`src/rtl/cdu_pkg.sv`:
```
// ----------------------------------------------------------------------------
// cdu_pkg
// shared types, constants and calendar tables for the calendar date unit
// ----------------------------------------------------------------------------
package cdu_pkg;

  localparam int MONTH_W = 4;
  localparam int DAY_W   = 5;
  localparam int YEAR_W  = 14;
  localparam int DOY_W   = 9;
  localparam int ADD_W   = 12;
  localparam int QUOT_W  = 8;   // year / 100 never exceeds 163

  localparam logic [YEAR_W-1:0]  YEAR_MAX    = 14'd9999;
  localparam logic [YEAR_W-1:0]  YEAR_RESET  = 14'd2000;
  localparam logic [MONTH_W-1:0] MONTH_DEC   = 4'd12;
  localparam logic [MONTH_W-1:0] MONTH_JAN   = 4'd1;
  localparam logic [15:0]        MAX_ADVANCE = 16'd4095;

  // year / 100 as (year * RECIP_100) >> RECIP_SHIFT, exact for 14-bit years
  localparam logic [12:0] RECIP_100   = 13'd5243;
  localparam int          RECIP_SHIFT = 19;
  localparam int          PROD_W      = YEAR_W + 13;

  typedef enum logic [1:0] {
    OP_SET = 2'd0,
    OP_ADV = 2'd1,
    OP_CMP = 2'd2,
    OP_NOP = 2'd3
  } op_t;

  typedef enum logic [1:0] {
    ORD_EARLIER = 2'd0,
    ORD_EQUAL   = 2'd1,
    ORD_LATER   = 2'd2
  } ord_t;

  // controller to datapath
  typedef struct packed {
    logic capture;    // latch request, clear result flags
    logic lsel_in;    // leap unit works on the request year
    logic leap_mul;   // leap unit: quotient by 100
    logic leap_fin;   // leap unit: remainder and leap flag
    logic set_try;    // load request date if valid
    logic walk;       // one month step of an advance
    logic cmp;        // compare request date with stored date
    logic load_out;   // fill the result register
  } cdu_cmd_t;

  // datapath to controller
  typedef struct packed {
    op_t  op;
    logic walk_more;  // remaining days go past the current month
    logic month_dec;  // stored month is december
  } cdu_sts_t;

  function automatic logic [DAY_W-1:0] month_len(input logic [MONTH_W-1:0] m,
                                                  input logic leap);
    logic [DAY_W-1:0] len;
    unique case (m)
      4'd2:                      len = leap ? 5'd29 : 5'd28;
      4'd4, 4'd6, 4'd9, 4'd11:   len = 5'd30;
      default:                   len = 5'd31;
    endcase
    return len;
  endfunction

  function automatic logic [DOY_W-1:0] days_before(input logic [MONTH_W-1:0] m,
                                                    input logic leap);
    logic [DOY_W-1:0] base;
    unique case (m)
      4'd2:    base = 9'd31;
      4'd3:    base = 9'd59;
      4'd4:    base = 9'd90;
      4'd5:    base = 9'd120;
      4'd6:    base = 9'd151;
      4'd7:    base = 9'd181;
      4'd8:    base = 9'd212;
      4'd9:    base = 9'd243;
      4'd10:   base = 9'd273;
      4'd11:   base = 9'd304;
      4'd12:   base = 9'd334;
      default: base = 9'd0;
    endcase
    if (leap && m > 4'd2) begin
      base = base + 9'd1;
    end
    return base;
  endfunction

endpackage

```
`src/rtl/cdu_dpath.sv`:
```
// ----------------------------------------------------------------------------
// cdu_dpath
// date registers, leap unit, month walker, compare and result register
// ----------------------------------------------------------------------------
module cdu_dpath import cdu_pkg::*; (
  input  logic                clk,
  input  logic                rst_n,
  input  cdu_cmd_t            cmd,
  output cdu_sts_t            sts,
  input  logic [1:0]          req_opcode,
  input  logic [MONTH_W-1:0]  req_month,
  input  logic [DAY_W-1:0]    req_day,
  input  logic [YEAR_W-1:0]   req_year,
  input  logic [ADD_W-1:0]    req_days,
  output logic [MONTH_W-1:0]  res_month,
  output logic [DAY_W-1:0]    res_day,
  output logic [YEAR_W-1:0]   res_year,
  output logic [DOY_W-1:0]    res_doy,
  output logic                res_accepted,
  output logic [1:0]          res_order,
  output logic                res_wrapped
);

  logic [MONTH_W-1:0] month_r;
  logic [DAY_W-1:0]   day_r;
  logic [YEAR_W-1:0]  year_r;
  logic               leap_r;

  op_t                op_r;
  logic [MONTH_W-1:0] m_in_r;
  logic [DAY_W-1:0]   d_in_r;
  logic [YEAR_W-1:0]  y_in_r;
  logic               leap_in_r;
  logic [ADD_W-1:0]   rem_r;
  logic [QUOT_W-1:0]  quot_r;
  logic               acc_r;
  ord_t               ord_r;
  logic               wrap_r;

  logic [MONTH_W-1:0] out_month_r;
  logic [DAY_W-1:0]   out_day_r;
  logic [YEAR_W-1:0]  out_year_r;
  logic [DOY_W-1:0]   out_doy_r;
  logic               out_acc_r;
  ord_t               out_ord_r;
  logic               out_wrap_r;

  logic [ADD_W-1:0]   rem_sat;
  logic [YEAR_W-1:0]  lsrc;
  logic [PROD_W-1:0]  prod;
  logic [YEAR_W-1:0]  rem100;
  logic               leap_calc;
  logic               set_ok;
  logic [DAY_W-1:0]   gap;
  logic               more;
  ord_t               ord_calc;

  // saturate the day count
  assign rem_sat = ({4'd0, req_days} > MAX_ADVANCE) ? MAX_ADVANCE[ADD_W-1:0] : req_days;

  // leap unit: quotient by reciprocal, then remainder check
  assign lsrc      = cmd.lsel_in ? y_in_r : year_r;
  assign prod      = PROD_W'(lsrc) * PROD_W'(RECIP_100);
  assign rem100    = lsrc - (YEAR_W'(quot_r) * 14'd100);
  assign leap_calc = (rem100 != '0) ? (lsrc[1:0] == 2'd0) : (quot_r[1:0] == 2'd0);

  assign set_ok = (m_in_r >= 4'd1) && (m_in_r <= MONTH_DEC) && (y_in_r <= YEAR_MAX) &&
                  (d_in_r != '0) && (d_in_r <= month_len(m_in_r, leap_in_r));

  assign gap  = month_len(month_r, leap_r) - day_r;
  assign more = rem_r > ADD_W'(gap);

  always_comb begin
    if (year_r != y_in_r) begin
      ord_calc = (year_r < y_in_r) ? ORD_EARLIER : ORD_LATER;
    end else if (month_r != m_in_r) begin
      ord_calc = (month_r < m_in_r) ? ORD_EARLIER : ORD_LATER;
    end else if (day_r != d_in_r) begin
      ord_calc = (day_r < d_in_r) ? ORD_EARLIER : ORD_LATER;
    end else begin
      ord_calc = ORD_EQUAL;
    end
  end

  // stored date
  always_ff @(posedge clk) begin
    if (!rst_n) begin
      month_r <= MONTH_JAN;
      day_r   <= 5'd1;
      year_r  <= YEAR_RESET;
      leap_r  <= 1'b1;
    end else begin
      if (cmd.set_try && set_ok) begin
        month_r <= m_in_r;
        day_r   <= d_in_r;
        year_r  <= y_in_r;
        leap_r  <= leap_in_r;
      end
      if (cmd.leap_fin && !cmd.lsel_in) begin
        leap_r <= leap_calc;
      end
      if (cmd.walk) begin
        if (more) begin
          day_r <= 5'd1;
          if (month_r >= MONTH_DEC) begin
            month_r <= MONTH_JAN;
            year_r  <= (year_r >= YEAR_MAX) ? '0 : year_r + 14'd1;
          end else begin
            month_r <= month_r + 4'd1;
          end
        end else begin
          day_r <= day_r + rem_r[DAY_W-1:0];
        end
      end
    end
  end

  // request copy, working registers and flags
  always_ff @(posedge clk) begin
    if (cmd.capture) begin
      op_r   <= op_t'(req_opcode);
      m_in_r <= req_month;
      d_in_r <= req_day;
      y_in_r <= req_year;
      rem_r  <= rem_sat;
      acc_r  <= 1'b0;
      ord_r  <= ORD_EARLIER;
      wrap_r <= 1'b0;
    end
    if (cmd.leap_mul) begin
      quot_r <= prod[RECIP_SHIFT +: QUOT_W];
    end
    if (cmd.leap_fin && cmd.lsel_in) begin
      leap_in_r <= leap_calc;
    end
    if (cmd.set_try) begin
      acc_r <= set_ok;
    end
    if (cmd.walk && more) begin
      rem_r <= rem_r - ADD_W'(gap) - 12'd1;
      if (month_r >= MONTH_DEC && year_r >= YEAR_MAX) begin
        wrap_r <= 1'b1;
      end
    end
    if (cmd.cmp) begin
      ord_r <= ord_calc;
    end
    if (cmd.load_out) begin
      out_month_r <= month_r;
      out_day_r   <= day_r;
      out_year_r  <= year_r;
      out_doy_r   <= days_before(month_r, leap_r) + DOY_W'(day_r);
      out_acc_r   <= acc_r;
      out_ord_r   <= ord_r;
      out_wrap_r  <= wrap_r;
    end
  end

  assign sts.op        = op_r;
  assign sts.walk_more = more;
  assign sts.month_dec = (month_r >= MONTH_DEC);

  assign res_month    = out_month_r;
  assign res_day      = out_day_r;
  assign res_year     = out_year_r;
  assign res_doy      = out_doy_r;
  assign res_accepted = out_acc_r;
  assign res_order    = out_ord_r;
  assign res_wrapped  = out_wrap_r;

endmodule

```
`src/rtl/cdu_ctrl.sv`:
```
// ----------------------------------------------------------------------------
// cdu_ctrl
// sequencer for set, advance and compare requests and the result handshake
// ----------------------------------------------------------------------------
module cdu_ctrl import cdu_pkg::*; (
  input  logic     clk,
  input  logic     rst_n,
  input  logic     in_valid,
  output logic     in_ready,
  input  op_t      in_op,
  output logic     out_valid,
  input  logic     out_ready,
  output cdu_cmd_t cmd,
  input  cdu_sts_t sts
);

  typedef enum logic [2:0] {
    ST_IDLE,
    ST_LMUL,
    ST_LFIN,
    ST_SETCHK,
    ST_WALK,
    ST_CMP,
    ST_DONE
  } state_t;

  state_t state_r;
  logic   out_valid_r;
  logic   accept;
  logic   out_free;

  assign in_ready  = (state_r == ST_IDLE);
  assign accept    = in_valid && in_ready;
  assign out_free  = !out_valid_r || out_ready;
  assign out_valid = out_valid_r;

  always_comb begin
    cmd          = '0;
    cmd.capture  = accept;
    cmd.lsel_in  = (sts.op == OP_SET);
    cmd.leap_mul = (state_r == ST_LMUL);
    cmd.leap_fin = (state_r == ST_LFIN);
    cmd.set_try  = (state_r == ST_SETCHK);
    cmd.walk     = (state_r == ST_WALK);
    cmd.cmp      = (state_r == ST_CMP);
    cmd.load_out = (state_r == ST_DONE) && out_free;
  end

  always_ff @(posedge clk) begin
    if (!rst_n) begin
      state_r     <= ST_IDLE;
      out_valid_r <= 1'b0;
    end else begin
      if (state_r == ST_DONE && out_free) begin
        out_valid_r <= 1'b1;
      end else if (out_valid_r && out_ready) begin
        out_valid_r <= 1'b0;
      end
      unique case (state_r)
        ST_IDLE: begin
          if (accept) begin
            unique case (in_op)
              OP_SET:  state_r <= ST_LMUL;
              OP_ADV:  state_r <= ST_WALK;
              OP_CMP:  state_r <= ST_CMP;
              default: state_r <= ST_DONE;
            endcase
          end
        end
        ST_LMUL:   state_r <= ST_LFIN;
        ST_LFIN:   state_r <= (sts.op == OP_SET) ? ST_SETCHK : ST_WALK;
        ST_SETCHK: state_r <= ST_DONE;
        ST_WALK: begin
          if (!sts.walk_more) begin
            state_r <= ST_DONE;
          end else if (sts.month_dec) begin
            state_r <= ST_LMUL;
          end
        end
        ST_CMP:    state_r <= ST_DONE;
        ST_DONE: begin
          if (out_free) begin
            state_r <= ST_IDLE;
          end
        end
        default:   state_r <= ST_IDLE;
      endcase
    end
  end

endmodule

```
`src/rtl/calendar_date_unit.sv`:
```
// ----------------------------------------------------------------------------
// calendar_date_unit
// holds one gregorian date; sets it, advances it by a day count, compares it
// ----------------------------------------------------------------------------
//
//  channel  | handshake             | payload
//  ---------+-----------------------+-------------------------------------------
//  input    | in_valid / in_ready   | in_opcode, in_month, in_day, in_year,
//           |                       | in_days_to_add
//  result   | out_valid / out_ready | out_cur_month, out_cur_day, out_cur_year,
//           |                       | out_day_of_year, out_accepted, out_order,
//           |                       | out_year_wrapped
//
//  one request at a time; in_ready is high while the sequencer is idle
//  set runs a leap test of the request year (multiply, then check), then the
//  range check; advance runs the month walker, which steps one month per
//  cycle, and each new year reruns the leap unit (multiply, then check)
//  before the walk goes on; compare passes through the compare state, and
//  other opcodes go straight to the result write
//  a result waits in its output register; the next request is taken meanwhile
//  and only its final result write stalls on out_ready
//  synchronous reset loads 1/1/2000 and clears out_valid
//
module calendar_date_unit import cdu_pkg::*; (
  input  logic                clk,
  input  logic                rst_n,
  // request channel
  input  logic                in_valid,
  output logic                in_ready,
  input  logic [1:0]          in_opcode,
  input  logic [MONTH_W-1:0]  in_month,
  input  logic [DAY_W-1:0]    in_day,
  input  logic [YEAR_W-1:0]   in_year,
  input  logic [ADD_W-1:0]    in_days_to_add,
  // result channel
  output logic                out_valid,
  input  logic                out_ready,
  output logic [MONTH_W-1:0]  out_cur_month,
  output logic [DAY_W-1:0]    out_cur_day,
  output logic [YEAR_W-1:0]   out_cur_year,
  output logic [DOY_W-1:0]    out_day_of_year,
  output logic                out_accepted,
  output logic [1:0]          out_order,
  output logic                out_year_wrapped
);

  // command and status between sequencer and datapath
  cdu_cmd_t cmd;
  cdu_sts_t sts;

  // sequencer: picks the operation, runs the leap unit and the month walker
  cdu_ctrl u_ctrl (
    .clk       (clk),
    .rst_n     (rst_n),
    .in_valid  (in_valid),
    .in_ready  (in_ready),
    .in_op     (op_t'(in_opcode)),
    .out_valid (out_valid),
    .out_ready (out_ready),
    .cmd       (cmd),
    .sts       (sts)
  );

  // datapath: stored date, leap flag, walker, compare, result register
  cdu_dpath u_dpath (
    .clk          (clk),
    .rst_n        (rst_n),
    .cmd          (cmd),
    .sts          (sts),
    .req_opcode   (in_opcode),
    .req_month    (in_month),
    .req_day      (in_day),
    .req_year     (in_year),
    .req_days     (in_days_to_add),
    .res_month    (out_cur_month),
    .res_day      (out_cur_day),
    .res_year     (out_cur_year),
    .res_doy      (out_day_of_year),
    .res_accepted (out_accepted),
    .res_order    (out_order),
    .res_wrapped  (out_year_wrapped)
  );

endmodule
```
`config.mk`:
```
export PLATFORM = sky130hd
export DESIGN_NAME = calendar_date_unit
export DESIGN_NICKNAME = d
export VERILOG_FILES = /design/src/rtl/cdu_pkg.sv /design/src/rtl/cdu_dpath.sv /design/src/rtl/cdu_ctrl.sv /design/src/rtl/calendar_date_unit.sv
export SDC_FILE = /design/constraint.sdc
export NUM_CORES = 1
export LEC_CHECK = 0
export ABC_CLOCK_PERIOD_IN_PS = 8100
export BUFFER_PORTS_ARGS = -buffer_cell sky130_fd_sc_hd__buf_2
export CORE_MARGIN = 8
export CORE_UTILIZATION = 50
export DETAILED_ROUTE_END_ITERATION = 10
export GPL_TIMING_DRIVEN = 0
export MAX_ROUTING_LAYER = met4
export PLACE_DENSITY = 0.68
export SETUP_SLACK_MARGIN = 0.15
export SLEW_MARGIN = 20
export SYNTH_ARGS = -nofsm -noshare
export SYNTH_HDL_FRONTEND = slang
export SYNTH_SLANG_ARGS = --single-unit
```
`constraint.sdc`:
```
create_clock -name clk -period 8.1 [get_ports clk]
set_clock_uncertainty 0.05 [all_clocks]
set_input_delay 1.62 -clock clk [delete_from_list [all_inputs] [get_ports clk]]
set_output_delay 1.62 -clock clk [all_outputs]
set_load 0.05 [all_outputs]
```
==> impl_metrics.toml <==
[sta]
fmax_ghz = 0.136
final_hold_viol_count = 0
fin_crit_sh_pct = 90.7
slew_violations = 0
slew_headroom_pct = 31.7
layout_min_cycle_time_ns = 7.35
fin_tns_setup_ns = 0
rsz0062_at_grt = "no"
setup_viol = 0
worst_slew_pin_slew_ns = 1.02

[cts]
clk_pin_slew_ns = 0.06
clk_latency_ns = 0.42
cts_sinks = 123
postCtsHoldBufs = 0
numCtsBuffers = 17
cts_resized = 0
cts_setup_buffers = 0
clock_path_buffers = 2
root_buffer = "clkbuf_16"
htree_levels = 4
cts_tree = "yes"

[final_layout]
n_antenna_cell = 0
final_common_cell = "inv_1"
drive_above_1_share_pct = 11.7
syn_to_final_growth_pct = 12.5
nNetsFinal = 1527
regArea_um2 = 3310
multiInputGateArea_um2 = 7110
nFillCells = 1924
final_cell_mix = "inv_1, ha_1, edfxtp_1"

[setup_path]
crit_required_ns = 8.22
start_kind = "flop"
critPathCaptureType = "flop"
crit_start = "u_dpath.op_r[1]"
arrival_ns = 7.47
rr_startpoint = "u_dpath.op_r[1]"
criticalPathCategory = "reg2reg"
crit_fanout = 10

[die]
die_h_um = 166
io_pins = 79
rows = 55
die_x_um = 166
die_area_um2 = 27600
start_util_pct = 50.3
core_area_um2 = 22400

[grt]
grt_usage_pct = 19.3
grt_pass1_vias = 8377
antenna_found_initial = 0
grt_pass1_wl_um = 42100
grt_max_degree = 28
overflow = 0

[yosys]
syn_area_um2 = 11300
synth_edf_count = 85
synth.avg_cell_area_um2 = 9.98
synth_ff_type = "edfxtp_1"
synthCells = 1128
async_reset_ff_share_pct = 0
yosys_register_bits = 123
synth_cell_type_count = 85
syn_nets = 1430
yosysSeqAreaShare_pct = 29.4
yosysWarningCount = 0

[flow_run]
drv_cap = 0

[placement]
place.port_buffers = 77
globalplace.congestion = 0.907
dp_hpwl_um = 20600

[route]
viasPerCell = 5.48
drc = 0
drtPass1Iterations = 5
vias = 8341
drtIter0Drc = 557
route.final.wire_length_um = 25100
wire_per_inst_um = 16.5
ant_nets = 0

[worst_hold_path]
hp-class = "reg2reg"
worstHoldStart = "u_dpath.wrap_r"

[outcome]
outcome = "finished, final reports clean"
## flip-flops by register name, indices dropped and copies added, names as in the netlist, 3 cells and up, named ones only
signal	count
u_dpath.m_in_r	4
u_dpath.d_in_r	5
u_dpath.month_r	4
u_dpath.res_year	14
u_dpath.res_doy	9
u_ctrl.state_r	3
u_dpath.quot_r	8
u_dpath.y_in_r	14
u_dpath.res_month	4
u_dpath.rem_r	12
u_dpath.res_day	5
u_dpath.day_r	5
u_dpath.year_r	14
## Yosys cell counts (all sizes together) (13+ instances only)
cell type,count,share of area [%]
nor4,15,0.97
a21oi,65,2.9
xor2,24,1.9
nor2,63,2.2
dfxtp,38,6.8
mux2i,13,1.2
o21ai,54,2.4
nand3,21,0.93
xnor2,26,2.0
inv,194,6.5
edfxtp,85,23
o21a,13,0.87
a21o,19,1.3
nand2,66,2.2
ha,191,21
fa,70,12
nor3,19,0.85
nor2b,14,0.78
## cell families after synthesis
logic type | count (synthesis) | share of synthesized area (%)
buffers and inverters | 211 | 7.47
flip-flops | 123 | 29.4
multiplexers | 17 | 1.56
AND/OR/NAND/NOR | 255 | 11.5
XOR/XNOR | 50 | 3.89
adder cells (fa/ha/maj) | 262 | 33.8
AO/OA/AOI/OAI | 210 | 12.4
## layer usage
metal / vias to the layer above / GRT usage (%) / wire length (um)
met4: 0 / 5.22 / 312
li1: 4127 / - / -
met3: 23 / 3.26 / 1160
met2: 195 / 31.3 / 12100
met1: 3996 / 24.5 / 11600
met5: - / - / 0
## metrics by stage
stage	setup WS [ns]	utilization [%]	instance area, um^2	instances	hold WS, ns
after CTS	0.780	56.6	12700	1523	0.407
after global routing	0.476	56.6	12700	1523	0.416
after floorplan	1.82	-	11300	1128	0.350
after detailed placement	0.835	53.8	12000	1491	0.395
after global placement	0.774	53.6	12000	1490	0.389
final	0.752	56.6	12700	1523	0.396
## layout make-up
type	instances	share of cell area (%)
inverters	194	5.75
well taps	285	2.82
clock buffers	18	3.39
flip-flops and latches	123	26.2
repair buffers	78	3.20
clock inverters	14	1.62
plain buffers	17	0.889
multi-input cells	794	56.2
## worst paths after layout
| path | slack [ns] | cells after the start | endpoint |
|---|---|---|---|
| worst max-delay path | 0.75 | 19 | u_dpath.quot_r[7] |
| worst min-delay path | 0.40 | 0 | u_dpath.res_wrapped |
| worst max register to register | 0.75 | 19 | u_dpath.quot_r[7] |
| worst min register to register | 0.40 | 0 | u_dpath.res_wrapped |
## worst max-delay path, cell delays in order, from the launching register on
cell and delay (ns):
edfxtp_1 0.43, nor2_4 0.28, buf_1 0.58, mux2i_1 0.53, inv_1 0.35, fa_1 0.55
ha_1 0.31, fa_1 0.48, fa_1 0.58, inv_1 0.07, fa_1 0.54, inv_1 0.05
ha_1 0.33, nand4_1 0.19, a21oi_1 0.06, o21ai_0 0.37, a31oi_1 0.25, o41a_1 0.43
or4_1 0.48, and3_1 0.18
Power is not shown: default switching activity piles up to over one toggle a cycle in this logic, so the estimate is an artifact.
